===== src/hdl/lkv_pkg.sv =====
// ----------------------------------------------------------------------------
// lkv_pkg
// shared types and constants of the lru key-value cache
// ----------------------------------------------------------------------------
package lkv_pkg;

    localparam int KEY_W        = 64;
    localparam int VAL_W        = 32;
    localparam int CFG_W        = 5;
    localparam int OCC_W        = 5;
    localparam int CAPACITY_DEF = 16;
    localparam int KEY_BITS_DEF = 64;

    localparam logic [CFG_W-1:0] CAP_RESET      = 5'd16;
    localparam logic [VAL_W-1:0] GET_MISS_VALUE = 32'hFFFF_FFFF;
    localparam logic [VAL_W-1:0] SET_VALUE      = 32'h0000_0000;

    localparam logic FUNC_GET = 1'b0;
    localparam logic FUNC_SET = 1'b1;

    typedef struct packed {
        logic                    func;
        logic [KEY_W-1:0]        key;
        logic signed [VAL_W-1:0] value;
    } req_t;

    typedef struct packed {
        logic                    hit;
        logic signed [VAL_W-1:0] value_out;
        logic                    evicted;
        logic [OCC_W-1:0]        occupancy;
    } rsp_t;

    typedef struct packed {
        logic load;
        logic match;
        logic touch;
        logic insert;
        logic wr_val;
        logic rd_val;
    } cmd_t;

    typedef struct packed {
        logic is_set;
        logic found;
    } st_t;

endpackage


===== src/hdl/lkv_req_if.sv =====
// ----------------------------------------------------------------------------
// lkv_req_if
// request channel: valid/ready handshake carrying one request word
// ----------------------------------------------------------------------------
interface lkv_req_if;

    logic          valid;
    logic          ready;
    lkv_pkg::req_t data;

    modport source (output valid, output data, input ready);
    modport sink   (input valid, input data, output ready);

endinterface


===== src/hdl/lkv_rsp_if.sv =====
// ----------------------------------------------------------------------------
// lkv_rsp_if
// response channel: valid/ready handshake carrying one result word
// ----------------------------------------------------------------------------
interface lkv_rsp_if;

    logic          valid;
    logic          ready;
    lkv_pkg::rsp_t data;

    modport source (output valid, output data, input ready);
    modport sink   (input valid, input data, output ready);

endinterface


===== src/hdl/lkv_ram.sv =====
// ----------------------------------------------------------------------------
// lkv_ram
// generic single-write, single-read ram with registered read data
// ----------------------------------------------------------------------------
module lkv_ram #(
    parameter int WIDTH = 32,
    parameter int DEPTH = 16
) (
    input  logic                                    clk,
    input  logic                                    we,
    input  logic [(DEPTH > 1 ? $clog2(DEPTH) : 1)-1:0] waddr,
    input  logic [WIDTH-1:0]                        wdata,
    input  logic                                    re,
    input  logic [(DEPTH > 1 ? $clog2(DEPTH) : 1)-1:0] raddr,
    output logic [WIDTH-1:0]                        rdata
);

    logic [WIDTH-1:0] mem_reg [DEPTH];
    logic [WIDTH-1:0] rdata_reg;

    always_ff @(posedge clk)
    begin
        if (we)
        begin
            mem_reg[waddr] <= wdata;
        end
        if (re)
        begin
            rdata_reg <= mem_reg[raddr];
        end
    end

    assign rdata = rdata_reg;

endmodule


===== src/hdl/lkv_ctrl.sv =====
// ----------------------------------------------------------------------------
// lkv_ctrl
// request sequencer: accept, match, update, respond
// ----------------------------------------------------------------------------
module lkv_ctrl (
    input  logic         clk,
    input  logic         rst_n,
    input  logic         req_valid,
    output logic         req_ready,
    output logic         rsp_valid,
    input  logic         rsp_ready,
    input  lkv_pkg::st_t st,
    output lkv_pkg::cmd_t cmd
);

    localparam logic [1:0] ST_IDLE  = 2'd0;
    localparam logic [1:0] ST_MATCH = 2'd1;
    localparam logic [1:0] ST_EXEC  = 2'd2;
    localparam logic [1:0] ST_RESP  = 2'd3;

    logic [1:0] state_reg;
    logic [1:0] state_next;

    always_ff @(posedge clk or negedge rst_n)
    begin
        if (!rst_n)
        begin
            state_reg <= ST_IDLE;
        end
        else
        begin
            state_reg <= state_next;
        end
    end

    always_comb
    begin
        state_next = state_reg;
        cmd        = '0;
        req_ready  = 1'b0;
        rsp_valid  = 1'b0;
        unique case (state_reg)
            ST_IDLE:
            begin
                req_ready = 1'b1;
                if (req_valid)
                begin
                    cmd.load   = 1'b1;
                    state_next = ST_MATCH;
                end
            end
            ST_MATCH:
            begin
                cmd.match  = 1'b1;
                state_next = ST_EXEC;
            end
            ST_EXEC:
            begin
                cmd.touch = st.found;
                if (st.is_set)
                begin
                    cmd.wr_val = 1'b1;
                    cmd.insert = !st.found;
                end
                else
                begin
                    cmd.rd_val = st.found;
                end
                state_next = ST_RESP;
            end
            ST_RESP:
            begin
                rsp_valid = 1'b1;
                if (rsp_ready)
                begin
                    state_next = ST_IDLE;
                end
            end
            default:
            begin
                state_next = ST_IDLE;
            end
        endcase
    end

endmodule


===== src/hdl/lkv_dp.sv =====
// ----------------------------------------------------------------------------
// lkv_dp
// entry store: key cam, recency ranks, value ram and result assembly
// ----------------------------------------------------------------------------
module lkv_dp #(
    parameter int CAPACITY = lkv_pkg::CAPACITY_DEF,
    parameter int KEY_BITS = lkv_pkg::KEY_BITS_DEF
) (
    input  logic                       clk,
    input  logic                       rst_n,
    input  lkv_pkg::cmd_t              cmd,
    output lkv_pkg::st_t               st,
    input  lkv_pkg::req_t              req_data,
    output lkv_pkg::rsp_t              rsp_data,
    input  logic                       cfg_we,
    input  logic [lkv_pkg::CFG_W-1:0]  cfg_data
);

    localparam int IDX_W = (CAPACITY > 1) ? $clog2(CAPACITY) : 1;
    localparam int CNT_W = $clog2(CAPACITY + 1);
    localparam int LIM_W = (CNT_W > lkv_pkg::CFG_W) ? CNT_W : lkv_pkg::CFG_W;

    // entry state
    logic [CAPACITY-1:0]           valid_reg;
    logic [KEY_BITS-1:0]           key_reg   [CAPACITY];
    logic [IDX_W-1:0]              rank_reg  [CAPACITY];
    logic [CNT_W-1:0]              count_reg;
    logic [lkv_pkg::CFG_W-1:0]     cap_reg;

    // request word
    logic                          func_reg;
    logic [KEY_BITS-1:0]           rkey_reg;
    logic [lkv_pkg::VAL_W-1:0]     rval_reg;

    // lookup results
    logic                          found_reg;
    logic                          full_reg;
    logic                          evicted_reg;
    logic [CAPACITY-1:0]           found_oh_reg;
    logic [CAPACITY-1:0]           slot_oh_reg;
    logic [IDX_W-1:0]              found_idx_reg;
    logic [IDX_W-1:0]              wr_idx_reg;
    logic [IDX_W-1:0]              found_rank_reg;

    // lookup logic
    logic [CAPACITY-1:0]           match_oh;
    logic [CAPACITY-1:0]           victim_oh;
    logic [CAPACITY-1:0]           free_vec;
    logic [CAPACITY-1:0]           free_oh;
    logic [IDX_W-1:0]              match_idx;
    logic [IDX_W-1:0]              victim_idx;
    logic [IDX_W-1:0]              free_idx;
    logic [IDX_W-1:0]              match_rank;
    logic [IDX_W-1:0]              last_rank;
    logic [LIM_W-1:0]              cap_x;
    logic [LIM_W-1:0]              limit;
    logic                          full;

    logic [lkv_pkg::VAL_W-1:0]     ram_rdata;

    assign last_rank = IDX_W'(count_reg - 1'b1);
    assign free_vec  = ~valid_reg;
    assign free_oh   = free_vec & (~free_vec + CAPACITY'(1));

    always_comb
    begin
        match_oh   = '0;
        victim_oh  = '0;
        match_idx  = '0;
        victim_idx = '0;
        free_idx   = '0;
        match_rank = '0;
        for (int i = 0; i < CAPACITY; i++)
        begin
            match_oh[i]  = valid_reg[i] && (key_reg[i] == rkey_reg);
            victim_oh[i] = valid_reg[i] && (rank_reg[i] == last_rank);
            if (match_oh[i])
            begin
                match_idx  = match_idx | IDX_W'(i);
                match_rank = match_rank | rank_reg[i];
            end
            if (victim_oh[i])
            begin
                victim_idx = victim_idx | IDX_W'(i);
            end
            if (free_oh[i])
            begin
                free_idx = free_idx | IDX_W'(i);
            end
        end
    end

    // capacity in use, clamped to 1..CAPACITY
    assign cap_x = LIM_W'(cap_reg);
    assign limit = (cap_x == '0) ? LIM_W'(1) :
                   ((cap_x > LIM_W'(CAPACITY)) ? LIM_W'(CAPACITY) : cap_x);
    assign full  = LIM_W'(count_reg) >= limit;

    always_ff @(posedge clk or negedge rst_n)
    begin
        if (!rst_n)
        begin
            valid_reg   <= '0;
            count_reg   <= '0;
            cap_reg     <= lkv_pkg::CAP_RESET;
            found_reg   <= 1'b0;
            full_reg    <= 1'b0;
            evicted_reg <= 1'b0;
            for (int i = 0; i < CAPACITY; i++)
            begin
                rank_reg[i] <= '0;
            end
        end
        else
        begin
            if (cfg_we)
            begin
                cap_reg <= cfg_data;
            end
            if (cmd.load)
            begin
                evicted_reg <= 1'b0;
            end
            if (cmd.match)
            begin
                found_reg <= |match_oh;
                full_reg  <= full;
            end
            if (cmd.touch)
            begin
                for (int i = 0; i < CAPACITY; i++)
                begin
                    if (found_oh_reg[i])
                    begin
                        rank_reg[i] <= '0;
                    end
                    else if (valid_reg[i] && (rank_reg[i] < found_rank_reg))
                    begin
                        rank_reg[i] <= rank_reg[i] + 1'b1;
                    end
                end
            end
            if (cmd.insert)
            begin
                for (int i = 0; i < CAPACITY; i++)
                begin
                    if (slot_oh_reg[i])
                    begin
                        valid_reg[i] <= 1'b1;
                        rank_reg[i]  <= '0;
                    end
                    else if (valid_reg[i])
                    begin
                        rank_reg[i] <= rank_reg[i] + 1'b1;
                    end
                end
                evicted_reg <= full_reg;
                if (!full_reg)
                begin
                    count_reg <= count_reg + 1'b1;
                end
            end
        end
    end

    always_ff @(posedge clk)
    begin
        if (cmd.load)
        begin
            func_reg <= req_data.func;
            rkey_reg <= req_data.key[KEY_BITS-1:0];
            rval_reg <= req_data.value;
        end
        if (cmd.match)
        begin
            found_oh_reg   <= match_oh;
            slot_oh_reg    <= full ? victim_oh : free_oh;
            found_idx_reg  <= match_idx;
            found_rank_reg <= match_rank;
            wr_idx_reg     <= (|match_oh) ? match_idx : (full ? victim_idx : free_idx);
        end
        if (cmd.insert)
        begin
            for (int i = 0; i < CAPACITY; i++)
            begin
                if (slot_oh_reg[i])
                begin
                    key_reg[i] <= rkey_reg;
                end
            end
        end
    end

    lkv_ram #(
        .WIDTH (lkv_pkg::VAL_W),
        .DEPTH (CAPACITY)
    ) u_val_ram (
        .clk   (clk),
        .we    (cmd.wr_val),
        .waddr (wr_idx_reg),
        .wdata (rval_reg),
        .re    (cmd.rd_val),
        .raddr (found_idx_reg),
        .rdata (ram_rdata)
    );

    assign st.is_set = (func_reg == lkv_pkg::FUNC_SET);
    assign st.found  = found_reg;

    always_comb
    begin
        rsp_data.hit       = found_reg;
        rsp_data.evicted   = evicted_reg;
        rsp_data.occupancy = lkv_pkg::OCC_W'(count_reg);
        if (func_reg == lkv_pkg::FUNC_SET)
        begin
            rsp_data.value_out = lkv_pkg::SET_VALUE;
        end
        else if (found_reg)
        begin
            rsp_data.value_out = ram_rdata;
        end
        else
        begin
            rsp_data.value_out = lkv_pkg::GET_MISS_VALUE;
        end
    end

    a_count_matches_valid: assert property (@(posedge clk) disable iff (!rst_n)
        $countones(valid_reg) == int'(count_reg))
        else $error("occupancy count differs from valid entries");

    a_count_bounded: assert property (@(posedge clk) disable iff (!rst_n)
        int'(count_reg) <= CAPACITY)
        else $error("occupancy above capacity");

    a_touch_one_entry: assert property (@(posedge clk) disable iff (!rst_n)
        cmd.touch |-> $onehot(found_oh_reg))
        else $error("touch without a single matching entry");

    a_insert_one_slot: assert property (@(posedge clk) disable iff (!rst_n)
        cmd.insert |-> $onehot(slot_oh_reg))
        else $error("insert without a single target slot");

    a_evict_grows_nothing: assert property (@(posedge clk) disable iff (!rst_n)
        (cmd.insert && full_reg) |=> $stable(count_reg))
        else $error("eviction changed occupancy");

endmodule


===== src/hdl/lru_key_value_cache.sv =====
// ----------------------------------------------------------------------------
// lru_key_value_cache
// fully associative key-value cache with least-recently-used replacement
// ----------------------------------------------------------------------------
// Each request word is a get or a set on a key. Keys sit in a register cam
// compared in parallel; values sit in a small ram with registered read, and
// per-entry recency ranks pick the victim. A request goes through the states
// accept, cam match, update and value read, and response, in that order, and
// the block accepts no new request word until the result word has been taken;
// the value ram's registered read is why the response state follows the update
// state. No clearing pass after reset. The capacity register may be written
// only while no request is in flight.
module lru_key_value_cache #(
    parameter int CAPACITY = lkv_pkg::CAPACITY_DEF,
    parameter int KEY_BITS = lkv_pkg::KEY_BITS_DEF
) (
    input  logic                      clk,
    input  logic                      rst_n,
    lkv_req_if.sink                   req,
    lkv_rsp_if.source                 rsp,
    input  logic                      cfg_we,
    input  logic [lkv_pkg::CFG_W-1:0] cfg_data
);

    lkv_pkg::cmd_t cmd;
    lkv_pkg::st_t  st;

    lkv_ctrl u_ctrl (
        .clk       (clk),
        .rst_n     (rst_n),
        .req_valid (req.valid),
        .req_ready (req.ready),
        .rsp_valid (rsp.valid),
        .rsp_ready (rsp.ready),
        .st        (st),
        .cmd       (cmd)
    );

    lkv_dp #(
        .CAPACITY (CAPACITY),
        .KEY_BITS (KEY_BITS)
    ) u_dp (
        .clk      (clk),
        .rst_n    (rst_n),
        .cmd      (cmd),
        .st       (st),
        .req_data (req.data),
        .rsp_data (rsp.data),
        .cfg_we   (cfg_we),
        .cfg_data (cfg_data)
    );

endmodule


===== src/flat_wrapper.sv =====
// flat-port wrapper written by rule: the top's interface ports become plain ports
module lru_key_value_cache_flat 
#(
    parameter int CAPACITY = lkv_pkg::CAPACITY_DEF,
    parameter int KEY_BITS = lkv_pkg::KEY_BITS_DEF
)
  (clk, rst_n, cfg_we, cfg_data, req_valid, req_data, req_ready, rsp_valid, rsp_data, rsp_ready);
  lkv_req_if req_i ();
  lkv_rsp_if rsp_i ();
  input  logic clk;
  input  logic rst_n;
  input  logic cfg_we;
  input  logic [lkv_pkg::CFG_W-1:0] cfg_data;
  input wire logic [$bits(req_i.valid)-1:0] req_valid;
  input wire logic [$bits(req_i.data)-1:0] req_data;
  output wire logic [$bits(req_i.ready)-1:0] req_ready;
  output wire logic [$bits(rsp_i.valid)-1:0] rsp_valid;
  output wire logic [$bits(rsp_i.data)-1:0] rsp_data;
  input wire logic [$bits(rsp_i.ready)-1:0] rsp_ready;
  assign req_i.valid = req_valid;
  assign req_i.data = req_data;
  assign req_ready = req_i.ready;
  assign rsp_valid = rsp_i.valid;
  assign rsp_data = rsp_i.data;
  assign rsp_i.ready = rsp_ready;
  lru_key_value_cache #(.CAPACITY(CAPACITY), .KEY_BITS(KEY_BITS)) u_core (.clk(clk), .rst_n(rst_n), .req(req_i), .rsp(rsp_i), .cfg_we(cfg_we), .cfg_data(cfg_data));
endmodule

===== config.mk =====
export PLATFORM = sky130hd
export DESIGN_NAME = lru_key_value_cache_flat
export DESIGN_NICKNAME = d
export VERILOG_FILES = /design/src/hdl/lkv_pkg.sv /design/src/hdl/lkv_req_if.sv /design/src/hdl/lkv_rsp_if.sv /design/src/hdl/lkv_ram.sv /design/src/hdl/lkv_ctrl.sv /design/src/hdl/lkv_dp.sv /design/src/hdl/lru_key_value_cache.sv /design/src/flat_wrapper.sv
export SDC_FILE = /design/constraint.sdc
export NUM_CORES = 2
export LEC_CHECK = 0
export BUFFER_PORTS_ARGS = -buffer_cell sky130_fd_sc_hd__buf_4
export CORE_AREA = 2 2 383 575
export DETAILED_ROUTE_END_ITERATION = 6
export DIE_AREA = 0 0 385 577
export PLACE_DENSITY = 0.5
export SYNTH_ARGS = -nofsm -noshare
export SYNTH_HDL_FRONTEND = slang
export SYNTH_HIERARCHICAL = 1
export SYNTH_SLANG_ARGS = --single-unit
export TNS_END_PERCENT = 100

===== constraint.sdc =====
create_clock -name clk -period 8.26 [get_ports clk]
set_input_delay 1.652 -clock clk [delete_from_list [all_inputs] [get_ports clk]]
set_output_delay 1.652 -clock clk [all_outputs]
set_load 0.05 [all_outputs]

==> flow_summary.yaml <==
detailed_routing:
  wl_per_cell_um: 30.2
  via_per_inst: 5.31
  wl_met2_um: 128000
  wl_met1_um: 91900
  dr.pass1.iters: 7
  highest_layer: "met4"
  drt-initial-drc-count: 3535
  drt-total-wl_um: 242000
  route.vias.total: 42500
  drc: 0
  postRouteAntennaNets: 0
  dr_wl_met3_um: 10000
synthesis:
  synth_most_common_cell: "edfxtp_1"
  synth_top_cell_area_share: 0.679
  synth_ff_type: "edfxtp_1"
  ys_ff_latch: 1804
  synthAdderAreaFrac: 0.0127
  ys_seq_area_frac: 0.710
  synth_largest_area_cell: "edfxtp_1"
  synth_area_leaders: "edfxtp_1, xor2_1, xnor2_1"
  muxShareOfSynthArea: 0.0394
  synth_top_family_by_area: "XOR/XNOR gates"
  synth_compound_area_frac: 0.0516
  synth_common_cells: "edfxtp_1, xor2_1, xnor2_1, nand2_1, nor4_1"
  synth_cell_type_count: 71
  yosys.area_share.simple: 0.0567
  synth_edf_count: 1709
  netlist_area_mm2: 0.0756
  syn_avg_cell_area_um2: 16.2
  synthesis.nets: 4854
  async_flop_share: 0.0527
  yosysWarningCount: 6
  synth_xor_area_frac: 0.109
  netlist_instances: 4670
power:
  ir_drop_mv: 0.221
  p_switching_uw: 8860
  leakagePower_uw: 0.0288
  sw_frac_of_total: 0.326
  internal_power_uw: 18400
  combPwrFrac: 0.235
  p_clk_frac: 0.302
  power_density_mw_per_mm2: 314
  pwr-share-seq: 0.463
placement:
  place.gp.congestion: 0.911
  dp.cells: 7650
  portBuffers: 147
  hpwl_um: 153000
  pre_cts_ws_ns: 3.60
final_layout:
  area_growth_pct: 14.8
  drive_above_1_share: 0.156
  nets: 5163
  largest_reg_flops: 1024
  final_cells: 8006
worst_setup_path:
  end_kind: "register"
  cp.required_ns: 8.85
  path_class: "register to register"
  slowest_stage: "edfxtp_1"
  worstPathCellList: "buf_4, xnor2_1, nand4_1, nor4_1, nand4_1, nor4_2, buf_4, nor4_1, nand4_2, mux2_2"
  worstSetupStartpointType: "register"
  cp_max_fo: 19
  slowest_delay_ns: 1.01
  worstPathArrival_ns: 5.32
sta:
  fin_crit_sh: 0.572
  finalHoldWorstSlack_ns: 0.499
  fin_crit_ns: 4.73
  slew_headroom: 0.156
  fin_ws_ns: 3.53
  fmax_mhz: 211
  slew_violations: 0
  hold_viol_final: 0
  skew_ns: 0.0834
  finalSetupViolCount: 0
  finalSetupTns_ns: 0
  tightest_slew_ns: 1.26
  grt_setup_unrepaired: "false"
job:
  cap_viol_max_count: 0
global_routing:
  grt_overflow: 0
  grt_max_degree: 129
  grt_pass1_vias: 43200
  grt_pass1_wl_um: 338000
  grt_util_all_layers: 0.216
  grt_antenna_before_repair: 12
run_status:
  status: "finished, final reports clean"
clock_tree:
  postCtsSetupRepairBufs: 0
  cts_buffer_depth: 4
  cts_buffers: 189
  clkTransAtPathRegs_ns: 0.06
  tritoncts: "yes"
  htreeDepth: 4
  clk-insertion-delay-late_ns: 0.86
  root_buffer: "clkbuf_16"
  cts_sinks: 1804
  holdBufCountCts: 0
  cts_resized: 0
floorplan:
  io_pins: 148
  dieArea_mm2: 0.222
  dieWidth_um: 385
  coreArea_mm2: 0.217
  die_y_um: 577
  start_util: 0.348
  rows: 210
min_path:
  worst_hold_path_type: "register to register"
==> cell families after synthesis <==
logic type | count (synthesis)
fa+ha+maj | 77
buf+inv | 370
xor+xnor | 937
simple gates | 778
mux | 137
flops | 1804
compound gates | 567
==> worst paths after layout <==
kind / to / cells past startpoint / startpoint / slack [ns]
worst max-delay path: u_core/u_dp/wr_idx_reg[3]$_DFFE_PP_ / 10 / u_core/u_dp/rkey_reg[7]$_DFFE_PP_ / 3.53
worst min-delay path: u_core/u_dp/evicted_reg$_DFFE_PN0P_ / 1 / u_core/u_dp/evicted_reg$_DFFE_PN0P_ / 0.50
worst max register to register: u_core/u_dp/wr_idx_reg[3]$_DFFE_PP_ / 10 / u_core/u_dp/rkey_reg[7]$_DFFE_PP_ / 3.53
worst min register to register: u_core/u_dp/evicted_reg$_DFFE_PN0P_ / 1 / u_core/u_dp/evicted_reg$_DFFE_PN0P_ / 0.50
max in group asynchronous: u_core/u_dp/found_reg$_DFFE_PN0P_ / 2 / rst_n / 6.09
min in group asynchronous: u_core/u_dp/cap_reg[1]$_DFFE_PN0P_ / 1 / rst_n / 0.82
==> cell type report <==
| class | instances | area [um2] |
|---|---|---|
| clock inverters | 94 | 767 |
| fillers | 19800 | 130000 |
| well taps | 2862 | 3580 |
| multi-input cells | 2496 | 20600 |
| clock buffers | 242 | 4990 |
| inverters | 155 | 591 |
| flip-flops and latches | 1804 | 53700 |
| diodes | 20 | 50.0 |
| repair buffers | 333 | 2570 |
==> placed cells by master (no fill, tap or decap), drive strengths merged, types with 35 or more instances in the layout <==
cell	instances
and2	35
a21o	37
nand2	175
a21oi	73
a22o	41
a221oi	37
nand3	37
nor2	74
edfxtp	1709
clkbuf	242
xnor2	460
o21ai	131
inv	154
nor4	163
dfrtp	94
mux4	128
xor2	477
buf	333
ha	77
nand4	149
clkinv	77
a22oi	67
nor3	41
o22ai	49
nand2b	63
==> per-stage QoR <==
step	util	total power [uW]	instance area, um2
after floorplan	-	16400	75600
after global placement	0.373	19200	81000
after detailed placement	0.373	19200	81000
after CTS	0.399	27500	86800
after global routing	0.399	28400	86800
final	0.399	27200	86800
==> critical path, delay by kind of cell (launching register included) <==
kind | cells | cell delay, ns
buf+inv | 2 | 0.65
mux | 1 | 0.35
flops | 1 | 1.01
xor+xnor | 1 | 0.16
simple gates | 6 | 2.24
==> per-layer routing <==
metal  vias up  GRT usage
li1      18500          -
met1     22300      0.253
met2      1335      0.393
met3       416     0.0252
met4         0     0.0982
met5         -          0
==> power by group through the flow <==
| stage | Sequential, uW | Clock [uW] | Combinational (uW) |
|---|---|---|---|
| floorplan | 12500 | 0 | 3990 |
| global placement | 12800 | 0 | 6400 |
| detailed placement | 12800 | 0 | 6440 |
| CTS | 12600 | 8420 | 6460 |
| global route | 12700 | 8740 | 6910 |
| finish | 12600 | 8220 | 6390 |
Note: power is estimated with default switching activity, not from simulation.
